--- config.mk ---
export PLATFORM = sky130hd
export DESIGN_NAME = websocket_frame_deframer
export DESIGN_NICKNAME = d
export VERILOG_FILES = /design/src/hw/rtl/wsfd_pkg.sv /design/src/hw/rtl/wsfd_apb_regs.sv /design/src/hw/rtl/wsfd_parser.sv /design/src/hw/rtl/wsfd_out_reg.sv /design/src/hw/rtl/websocket_frame_deframer.sv
export VERILOG_INCLUDE_DIRS = /design/src /design/src/hw/rtl
export SDC_FILE = /design/constraint.sdc
export NUM_CORES = 1
export LEC_CHECK = 0
export BUFFER_PORTS_ARGS = -buffer_cell sky130_fd_sc_hd__buf_4
export CORE_AREA = 2 2 132 134
export CTS_CLUSTER_SIZE = 25
export DETAILED_ROUTE_END_ITERATION = 6
export DIE_AREA = 0 0 134 136
export HOLD_SLACK_MARGIN = 0.1
export PLACE_DENSITY = 0.65
export SLEW_MARGIN = 30
export SYNTH_ARGS = -nofsm -noshare
export SYNTH_HDL_FRONTEND = slang
export SYNTH_SLANG_ARGS = --single-unit
--- constraint.sdc ---
create_clock -name clk -period 7.1 [get_ports clk]
set_clock_uncertainty 0.1 [all_clocks]
set_input_delay 0.355 -clock clk [delete_from_list [all_inputs] [get_ports clk]]
set_output_delay 0.355 -clock clk [all_outputs]
set_load 0.01 [all_outputs]
--- src/hw/rtl/websocket_frame_deframer_assert.svh ---
// ----------------------------------------------------------------------------
// WebSocket frame deframer assertion macros
// Concurrent assertion wrappers shared by the deframer RTL files.
// ----------------------------------------------------------------------------
`ifndef WEBSOCKET_FRAME_DEFRAMER_ASSERT_SVH
`define WEBSOCKET_FRAME_DEFRAMER_ASSERT_SVH

`ifndef SYNTHESIS
// Checked on every rising edge of clk outside reset.
`define WSFD_ASSERT(name, prop) \
	name: assert property (@(posedge clk) disable iff (!arst_n) prop) \
	else $error("wsfd assertion failed");
// Checked on every rising edge of clk, also during reset.
`define WSFD_ASSERT_ALWAYS(name, prop) \
	name: assert property (@(posedge clk) prop) \
	else $error("wsfd assertion failed");
`else
`define WSFD_ASSERT(name, prop)
`define WSFD_ASSERT_ALWAYS(name, prop)
`endif

`endif

--- src/hw/rtl/wsfd_pkg.sv ---
// ----------------------------------------------------------------------------
// WebSocket frame deframer package
// Result type, result kinds, error codes and header constants.
// ----------------------------------------------------------------------------
package wsfd_pkg;

	localparam int FRAME_LEN_W = 17;

	// Result kinds.
	localparam logic [1:0] KIND_START = 2'd0;
	localparam logic [1:0] KIND_BYTE  = 2'd1;
	localparam logic [1:0] KIND_ERROR = 2'd2;

	// Error codes.
	localparam logic [1:0] ERR_RSV      = 2'd0;
	localparam logic [1:0] ERR_FIN      = 2'd1;
	localparam logic [1:0] ERR_LONG     = 2'd2;
	localparam logic [1:0] ERR_UNMASKED = 2'd3;

	// Header fields.
	localparam logic [7:0] HDR_RSV_MASK  = 8'h70;
	localparam logic [7:0] HDR_FIN_MASK  = 8'h80;
	localparam logic [7:0] HDR_OP_MASK   = 8'h0f;
	localparam logic [7:0] HDR_LEN_MASK  = 8'h7f;
	localparam logic [6:0] LEN7_EXT16    = 7'd126;
	localparam logic [6:0] LEN7_EXT64    = 7'd127;
	localparam logic [3:0] EXT16_BYTES   = 4'd2;
	localparam logic [3:0] EXT64_BYTES   = 4'd8;
	localparam logic [3:0] KEY_BYTES     = 4'd4;

	// Configuration register map.
	localparam logic                   REG_MAX_PAYLOAD   = 1'b0;
	localparam logic [FRAME_LEN_W-1:0] MAX_PAYLOAD_RESET = 17'd65536;

	typedef struct packed {
		logic [1:0]             kind;
		logic [3:0]             frame_opcode;
		logic [FRAME_LEN_W-1:0] frame_length;
		logic [7:0]             data;
		logic                   last;
		logic [1:0]             error_code;
	} res_t;

endpackage

--- src/hw/rtl/wsfd_apb_regs.sv ---
// ----------------------------------------------------------------------------
// WebSocket frame deframer register block
// APB-style slave holding the payload length limit.
// ----------------------------------------------------------------------------
module wsfd_apb_regs (
	input  logic                             clk,
	input  logic                             arst_n,
	input  logic                             psel,
	input  logic                             penable,
	input  logic                             pwrite,
	input  logic [2:0]                       paddr,
	input  logic [31:0]                      pwdata,
	output logic [31:0]                      prdata,
	output logic                             pready,
	output logic [wsfd_pkg::FRAME_LEN_W-1:0] max_payload
);

	logic [wsfd_pkg::FRAME_LEN_W-1:0] max_payload_q;
	logic                             wr_en;

	assign pready = 1'b1;
	assign wr_en  = psel && penable && pwrite && (paddr[2] == wsfd_pkg::REG_MAX_PAYLOAD);

	always_ff @(posedge clk or negedge arst_n) begin
		if (!arst_n) begin
			max_payload_q <= wsfd_pkg::MAX_PAYLOAD_RESET;
		end else if (wr_en) begin
			max_payload_q <= pwdata[wsfd_pkg::FRAME_LEN_W-1:0];
		end
	end

	always_comb begin
		prdata = '0;
		if (paddr[2] == wsfd_pkg::REG_MAX_PAYLOAD) begin
			prdata = 32'(max_payload_q);
		end
	end

	assign max_payload = max_payload_q;

endmodule

--- src/hw/rtl/wsfd_parser.sv ---
// ----------------------------------------------------------------------------
// WebSocket frame deframer parser
// Header state machine, length checks and payload unmasking for one byte.
// ----------------------------------------------------------------------------
`include "websocket_frame_deframer_assert.svh"

module wsfd_parser #(
	parameter int LEN_W = 17
) (
	input  logic                             clk,
	input  logic                             arst_n,
	input  logic [7:0]                       byte_s1,
	input  logic                             go,
	input  logic [wsfd_pkg::FRAME_LEN_W-1:0] max_payload,
	output logic                             res_v,
	output wsfd_pkg::res_t                   res
);

	localparam int CMP_W = (LEN_W > wsfd_pkg::FRAME_LEN_W) ? LEN_W : wsfd_pkg::FRAME_LEN_W;

	localparam logic [2:0] PH_B0   = 3'd0;
	localparam logic [2:0] PH_B1   = 3'd1;
	localparam logic [2:0] PH_EXT  = 3'd2;
	localparam logic [2:0] PH_KEY  = 3'd3;
	localparam logic [2:0] PH_DATA = 3'd4;
	localparam logic [2:0] PH_DEAD = 3'd5;

	logic [2:0]       phase_q, phase_d;
	logic [3:0]       cnt_q, cnt_d;
	logic [3:0]       op_q, op_d;
	logic             mflag_q, mflag_d;
	logic [LEN_W-1:0] acc_q, acc_d;
	logic             ovf_q, ovf_d;
	logic [31:0]      key_q, key_d;
	logic [LEN_W-1:0] idx_q, idx_d;

	logic             len_done;
	logic             too_long;
	logic             fail;
	logic [1:0]       fail_code;
	logic [7:0]       key_byte;
	logic [6:0]       len7;

	assign len7     = byte_s1[6:0] & wsfd_pkg::HDR_LEN_MASK[6:0];
	assign key_byte = key_q[{~idx_q[1:0], 3'b000} +: 8];
	assign too_long = ovf_d || (CMP_W'(acc_d) > CMP_W'(max_payload));

	always_comb begin
		phase_d   = phase_q;
		cnt_d     = cnt_q;
		op_d      = op_q;
		mflag_d   = mflag_q;
		acc_d     = acc_q;
		ovf_d     = ovf_q;
		key_d     = key_q;
		idx_d     = idx_q;
		len_done  = 1'b0;
		fail      = 1'b0;
		fail_code = wsfd_pkg::ERR_RSV;
		res_v     = 1'b0;
		res.kind  = wsfd_pkg::KIND_START;
		res.data  = '0;
		res.last  = 1'b0;

		unique case (phase_q)
			PH_B0: begin
				acc_d   = '0;
				ovf_d   = 1'b0;
				idx_d   = '0;
				cnt_d   = '0;
				mflag_d = 1'b0;
				op_d    = byte_s1[3:0] & wsfd_pkg::HDR_OP_MASK[3:0];
				if ((byte_s1 & wsfd_pkg::HDR_RSV_MASK) != '0) begin
					fail      = 1'b1;
					fail_code = wsfd_pkg::ERR_RSV;
				end else if ((byte_s1 & wsfd_pkg::HDR_FIN_MASK) == '0) begin
					fail      = 1'b1;
					fail_code = wsfd_pkg::ERR_FIN;
				end else begin
					phase_d = PH_B1;
				end
			end
			PH_B1: begin
				mflag_d = byte_s1[7];
				if (len7 < wsfd_pkg::LEN7_EXT16) begin
					acc_d    = LEN_W'(len7);
					ovf_d    = 1'b0;
					len_done = 1'b1;
				end else begin
					cnt_d   = (len7 == wsfd_pkg::LEN7_EXT16) ? wsfd_pkg::EXT16_BYTES
						: wsfd_pkg::EXT64_BYTES;
					phase_d = PH_EXT;
				end
			end
			PH_EXT: begin
				// Any bit about to be shifted out of the accumulator means overflow.
				if ((acc_q >> (LEN_W - 8)) != '0) begin
					ovf_d = 1'b1;
				end
				acc_d    = LEN_W'({acc_q, byte_s1});
				cnt_d    = cnt_q - 4'd1;
				len_done = (cnt_d == '0);
			end
			PH_KEY: begin
				key_d = {key_q[23:0], byte_s1};
				cnt_d = cnt_q - 4'd1;
				if (cnt_d == '0) begin
					idx_d    = '0;
					res_v    = 1'b1;
					res.kind = wsfd_pkg::KIND_START;
					if (acc_q == '0) begin
						res.last = 1'b1;
						phase_d  = PH_B0;
					end else begin
						phase_d  = PH_DATA;
					end
				end
			end
			PH_DATA: begin
				idx_d    = idx_q + LEN_W'(1);
				res_v    = 1'b1;
				res.kind = wsfd_pkg::KIND_BYTE;
				res.data = byte_s1 ^ key_byte;
				if (idx_d >= acc_q) begin
					res.last = 1'b1;
					phase_d  = PH_B0;
				end
			end
			default: begin
				// Dead after an error: bytes are dropped until reset.
			end
		endcase

		if (len_done) begin
			if (too_long) begin
				fail      = 1'b1;
				fail_code = wsfd_pkg::ERR_LONG;
			end else if (!mflag_d) begin
				fail      = 1'b1;
				fail_code = wsfd_pkg::ERR_UNMASKED;
			end else begin
				phase_d = PH_KEY;
				cnt_d   = wsfd_pkg::KEY_BYTES;
				key_d   = '0;
			end
		end

		if (fail) begin
			phase_d  = PH_DEAD;
			res_v    = 1'b1;
			res.kind = wsfd_pkg::KIND_ERROR;
			res.data = '0;
			res.last = 1'b0;
		end

		res.frame_opcode = op_d;
		res.frame_length = wsfd_pkg::FRAME_LEN_W'(acc_d);
		res.error_code   = fail ? fail_code : wsfd_pkg::ERR_RSV;
	end

	always_ff @(posedge clk or negedge arst_n) begin
		if (!arst_n) begin
			phase_q <= PH_B0;
			cnt_q   <= '0;
			op_q    <= '0;
			mflag_q <= 1'b0;
			acc_q   <= '0;
			ovf_q   <= 1'b0;
			key_q   <= '0;
			idx_q   <= '0;
		end else if (go) begin
			phase_q <= phase_d;
			cnt_q   <= cnt_d;
			op_q    <= op_d;
			mflag_q <= mflag_d;
			acc_q   <= acc_d;
			ovf_q   <= ovf_d;
			key_q   <= key_d;
			idx_q   <= idx_d;
		end
	end

	`WSFD_ASSERT(a_dead_silent, (phase_q == PH_DEAD) |-> !res_v)
	`WSFD_ASSERT(a_error_is_final, (go && res_v && res.kind == wsfd_pkg::KIND_ERROR) |=> (phase_q == PH_DEAD))
	`WSFD_ASSERT(a_index_in_frame, (phase_q == PH_DATA) |-> (idx_q < acc_q))
	`WSFD_ASSERT(a_key_count, (phase_q == PH_KEY) |-> (cnt_q != '0 && cnt_q <= wsfd_pkg::KEY_BYTES))

endmodule

--- src/hw/rtl/wsfd_out_reg.sv ---
// ----------------------------------------------------------------------------
// WebSocket frame deframer result register
// Holds one result until the downstream side takes it.
// ----------------------------------------------------------------------------
`include "websocket_frame_deframer_assert.svh"

module wsfd_out_reg (
	input  logic           clk,
	input  logic           arst_n,
	input  logic           load,
	input  wsfd_pkg::res_t res_in,
	output logic           space,
	output logic           res_valid,
	input  logic           res_ready,
	output wsfd_pkg::res_t res_q
);

	logic valid_q;

	// The register is free when empty or when its result leaves this cycle.
	assign space     = !valid_q || res_ready;
	assign res_valid = valid_q;

	always_ff @(posedge clk or negedge arst_n) begin
		if (!arst_n) begin
			valid_q <= 1'b0;
		end else if (space) begin
			valid_q <= load;
		end
	end

	always_ff @(posedge clk) begin
		if (load && space) begin
			res_q <= res_in;
		end
	end

	`WSFD_ASSERT(a_no_overwrite, (valid_q && !res_ready) |=> valid_q)
	`WSFD_ASSERT(a_stalled_holds, (valid_q && !res_ready) |=> $stable(res_q))
	`WSFD_ASSERT_ALWAYS(a_reset_empty, !arst_n |-> !valid_q)

endmodule

--- src/hw/rtl/websocket_frame_deframer.sv ---
// ----------------------------------------------------------------------------
// WebSocket frame deframer
// Server-side client-frame parser: header, length checks and unmasking.
// ----------------------------------------------------------------------------
// The deframer takes one received byte per clock and returns at most one
// result per byte, so it sustains one byte per cycle while the result register
// is free. A byte is captured in an input register, parsed and unmasked by
// combinational logic, and written to the result register, which offers its
// result. Bytes that yield no result pass through even while a result waits
// downstream; a byte that yields a result waits in the input register until the
// result register is free. After an error the block drops every byte until
// reset. The payload limit is set through max_payload and may only be written
// while idle.
`include "websocket_frame_deframer_assert.svh"

module websocket_frame_deframer #(
	parameter int MAX_LENGTH_BITS = 17
) (
	input  logic                             clk,
	input  logic                             arst_n,
	input  logic                             psel,
	input  logic                             penable,
	input  logic                             pwrite,
	input  logic [2:0]                       paddr,
	input  logic [31:0]                      pwdata,
	output logic [31:0]                      prdata,
	output logic                             pready,
	input  logic                             rx_valid,
	output logic                             rx_ready,
	input  logic [7:0]                       rx_byte,
	output logic                             res_valid,
	input  logic                             res_ready,
	output logic [1:0]                       kind,
	output logic [3:0]                       frame_opcode,
	output logic [wsfd_pkg::FRAME_LEN_W-1:0] frame_length,
	output logic [7:0]                       data,
	output logic                             last,
	output logic [1:0]                       error_code
);

	logic                             valid_s1;
	logic [7:0]                       byte_s1;
	logic                             go;
	logic                             res_v;
	logic                             space;
	logic [wsfd_pkg::FRAME_LEN_W-1:0] max_payload;
	wsfd_pkg::res_t                   res;
	wsfd_pkg::res_t                   res_q;

	wsfd_apb_regs u_regs (
		.clk         (clk),
		.arst_n      (arst_n),
		.psel        (psel),
		.penable     (penable),
		.pwrite      (pwrite),
		.paddr       (paddr),
		.pwdata      (pwdata),
		.prdata      (prdata),
		.pready      (pready),
		.max_payload (max_payload)
	);

	// A byte moves on unless it has a result and the result register is full.
	assign go       = valid_s1 && (!res_v || space);
	assign rx_ready = !valid_s1 || go;

	always_ff @(posedge clk or negedge arst_n) begin
		if (!arst_n) begin
			valid_s1 <= 1'b0;
		end else if (rx_ready) begin
			valid_s1 <= rx_valid;
		end
	end

	always_ff @(posedge clk) begin
		if (rx_valid && rx_ready) begin
			byte_s1 <= rx_byte;
		end
	end

	wsfd_parser #(
		.LEN_W (MAX_LENGTH_BITS)
	) u_parser (
		.clk         (clk),
		.arst_n      (arst_n),
		.byte_s1     (byte_s1),
		.go          (go),
		.max_payload (max_payload),
		.res_v       (res_v),
		.res         (res)
	);

	wsfd_out_reg u_out (
		.clk       (clk),
		.arst_n    (arst_n),
		.load      (go && res_v),
		.res_in    (res),
		.space     (space),
		.res_valid (res_valid),
		.res_ready (res_ready),
		.res_q     (res_q)
	);

	assign kind         = res_q.kind;
	assign frame_opcode = res_q.frame_opcode;
	assign frame_length = res_q.frame_length;
	assign data         = res_q.data;
	assign last         = res_q.last;
	assign error_code   = res_q.error_code;

	`WSFD_ASSERT(a_held_byte_blocks, (valid_s1 && !go) |-> !rx_ready)
	`WSFD_ASSERT(a_held_byte_waits, (valid_s1 && res_v && !space) |=> valid_s1 && $stable(byte_s1))
	`WSFD_ASSERT(a_result_needs_byte, (res_valid && !$past(res_valid) && $past(arst_n)) |-> $past(valid_s1))

endmodule

==> impl_metrics.csv <==
group,metric,value,unit
floorplan,io_pins,119,
detailed_routing,drt_iter0_drc,349,
synthesis,synth_common_cells,"97 x dfrtp_1, 66 x nand2_1, 49 x inv_1",
worst_hold_path,hold_end,"u_out.res_valid$_DFFE_PN0P_",
setup_path,crit_type,"reg -> reg",
floorplan,row_count,48,
grt,grt_use_total,0.202,
setup_path,reg2reg_from,"u_parser.phase_q[0]$_DFFE_PN0P_",
synthesis,synthFlopType,"dfrtp_1",
sta,rsz0062_at_grt,"no",
synthesis,synth_warnings,0,
synthesis,synthDistinctLibCells,65,
grt,grt_max_degree,82,
synthesis,synth_cells,685,
floorplan,start_util,0.441,
layout,nets,873,
setup_path,regToRegEndpoint,"u_out.res_q[21]$_DFFE_PP_",
sta,setup_violations,0,
worst_hold_path,min_path_type,"in -> reg",
power_and_ir_drop,p_total,3.26,mW
layout,layout-drive-gt1-share,0.222,
grt,grt_pass1_vias,5679,
sta,holdWs,164,ps
power_and_ir_drop,power_density,361,nW/um^2
placement,post-dp-hpwl,12400,um
grt,grt_pass1_wl,28800,um
clock_network,ctsHoldBuffers,27,
grt,gr-total-overflow,0,
clock_network,htreeDepth,4,
synthesis,netlist_top_cells_area,"dfrtp_1 33%, edfxtp_1 17%, ha_1 6.2%",
clock_network,clock_path_buffers,2,
sta,fmax,0.182,GHz
synthesis,synth_edf_count,42,
setup_path,rr_worst_depth,12,
grt,grt_use_met1,0.255,
synthesis,async_reset_ff_frac,0.700,
floorplan,die_w,134,um
clock_network,post_cts_buffers,0,
synthesis,synth-seq-area-share,0.499,
sta,relSlewSlack,0.368,
clock_network,cts_sinks,140,
setup_path,r2r_slack,1610,ps
grt,met3_usage,0.0451,
synthesis,yosysMostFrequentCell,"dfrtp_1",
sta,hold_viol,0,
synthesis,ys_seq_elements,140,
grt,met2_usage,0.333,
detailed_routing,vias,5656,
synthesis,yosysTopAreaCellShare,0.326,
worst_hold_path,whs_path_depth,3,
detailed_routing,drt_pre_antenna_iters,5,
power_and_ir_drop,ir_drop,0.209,mV
job,drv_cap,0,
layout,antennaDiodeCount,0,
sta,fin_setup_tns,0,ps
setup_path,worstPathArrival,5500,ps
layout,area_growth,21.4,%
detailed_routing,vias_per_cell,5.52,
sta,tightest_slew,944,ps
worst_hold_path,min_from,"res_ready",
floorplan,core-area,16900,sq um
sta,slew_viol_final,0,
setup_path,start_kind,"register",
power_and_ir_drop,leakage,4.04,nW
synthesis,avgSynthCellArea,10.9,sq um
clock_network,cts_root_buffer,"clkbuf_16",
placement,place.gp.congestion,0.790,
clock_network,cts_tree,"built",
placement,port_buffers,85,
sta,period_share,0.773,
clock_network,clk_latency,430,ps
setup_path,crit_fanout,32,
grt,antenna_found_initial,0,
layout,num-fill-cells,1404,
outcome,status,"completed",
setup_path,crit_path_end_kind,"register",
clock_network,cts-buffers-inserted,17,
sta,fin_crit,5490,ps
floorplan,die-area,18200,sq um
setup_path,required,7110,ps
grt,grt.busiest_layer,"met2",
detailed_routing,postRouteAntennaNets,0,
detailed_routing,detail_route.wl_per_cell,17.4,um
detailed_routing,postRouteWirelength,17900,um
synthesis,yosys.area.top_type,"dfrtp_1",
floorplan,die_h,136,um
detailed_routing,drc,0,
clock_network,cts_resized,0,
clock_network,clkTransAtPathRegs,60,ps
synthesis,synth_area,7440,sq um
==> worst max-delay path, stage by stage (launching register included) <==
cell and delay (ps):
dfrtp_1 730, or2_1 450, nor2_1 530, a22o_1 340, ha_1 270, nand4_1 200
nor2_1 80, a221oi_1 490, and4_1 340, nor3_4 70, o21a_1 510, a21oi_4 670
buf_4 370
==> how the worst max path moves through the flow <==
stage | startpoint | endpoint | slack, ps | depth (start not counted)
after floorplan | u_parser.phase_q[2]$_DFFE_PN0P_ | u_out.res_q[0]$_SDFFCE_PN0P_ | 1800 | 15
after global placement | u_parser.phase_q[2]$_DFFE_PN0P_ | u_out.res_q[23]$_DFFE_PP_ | 1650 | 12
after detailed placement | u_parser.phase_q[2]$_DFFE_PN0P_ | u_out.res_q[22]$_DFFE_PP_ | 1540 | 12
after CTS | u_parser.phase_q[2]$_DFFE_PN0P_ | u_out.res_q[22]$_DFFE_PP_ | 1500 | 12
after global routing | byte_s1[3]$_DFFE_PP_ | u_out.res_q[26]$_DFFE_PP_ | 1360 | 14
final | u_parser.phase_q[0]$_DFFE_PN0P_ | u_out.res_q[21]$_DFFE_PP_ | 1610 | 12
==> state kept, by name, indices dropped and copies added, names as in the netlist, 3 cells and up <==
signal,flops
u_parser.idx_q,17
u_parser.phase_q,3
u_parser.op_q,4
u_regs.max_payload,17
u_parser.acc_q,17
u_out.res_q,34
u_parser.key_q,32
u_parser.cnt_q,4
byte_s1,8
==> routing by layer <==
metal  vias up  part of all wire
li1       2654                 -
met2       189              0.49
met5         -                 0
met4         0             0.031
met3        43             0.050
met1      2770              0.43
==> cell families (layout without fill, tap and decap cells) <==
family                     count (synthesis)  in the layout  synth area share
and+or+nand+nor                          195            195             0.129
AOI/OAI and AO/OA                        157            157             0.157
DFF                                      140            140             0.499
buffers and inverters                     97            197            0.0619
adders and majority gates                 37             37            0.0622
muxes                                     33             33            0.0615
xor gates and xnor gates                  24             24            0.0282
other                                      2             16           0.00101
==> placed cells by master, fill, tap and decap left out, drive strengths merged, types with 5 or more instances in the layout <==
| cell | n |
|---|---|
| o221ai | 7 |
| a22o | 44 |
| nor2b | 7 |
| clkbuf | 21 |
| a21oi | 22 |
| nor3 | 12 |
| o21ai | 34 |
| or2 | 6 |
| nand2 | 67 |
| mux4 | 8 |
| o211ai | 7 |
| xor2 | 7 |
| mux2 | 22 |
| nand3 | 11 |
| edfxtp | 42 |
| ha | 37 |
| dlygate4sd3 | 27 |
| nor3b | 5 |
| nor4 | 9 |
| buf | 89 |
| a21bo | 12 |
| nor2 | 48 |
| conb | 16 |
| a21o | 7 |
| nand4 | 21 |
| dfrtp | 97 |
| inv | 55 |
| xnor2 | 17 |
==> metrics by stage <==
step | setup slack (ps) | utilization | std cells | instance area (sq um)
after CTS | 1500 | 0.535 | 1024 | 9030
final | 1610 | 0.535 | 1024 | 9030
after detailed placement | 1540 | 0.485 | 965 | 8190
after global routing | 1360 | 0.535 | 1024 | 9030
after floorplan | 1800 | - | 699 | 7490
after global placement | 1650 | 0.485 | 965 | 8180
==> where the power goes <==
part / internal, mW / switching [mW] / total, mW
registers: 1.08 / 0.217 / 1.30
logic: 0.478 / 0.632 / 1.11
clock network: 0.487 / 0.363 / 0.850
total: 2.05 / 1.21 / 3.26
==> cell type report <==
class / instances / area (sq um) / area share
sequential: 140 / 3720 / 0.411
timing repair buffer: 116 / 942 / 0.104
tap: 225 / 282 / 0.0312
clock inverter: 11 / 98.8 / 0.0109
clock buffer: 21 / 472 / 0.0522
inverter: 49 / 184 / 0.0204
multi-input combinational: 462 / 3340 / 0.370
(Power assumes the default switching activity.)
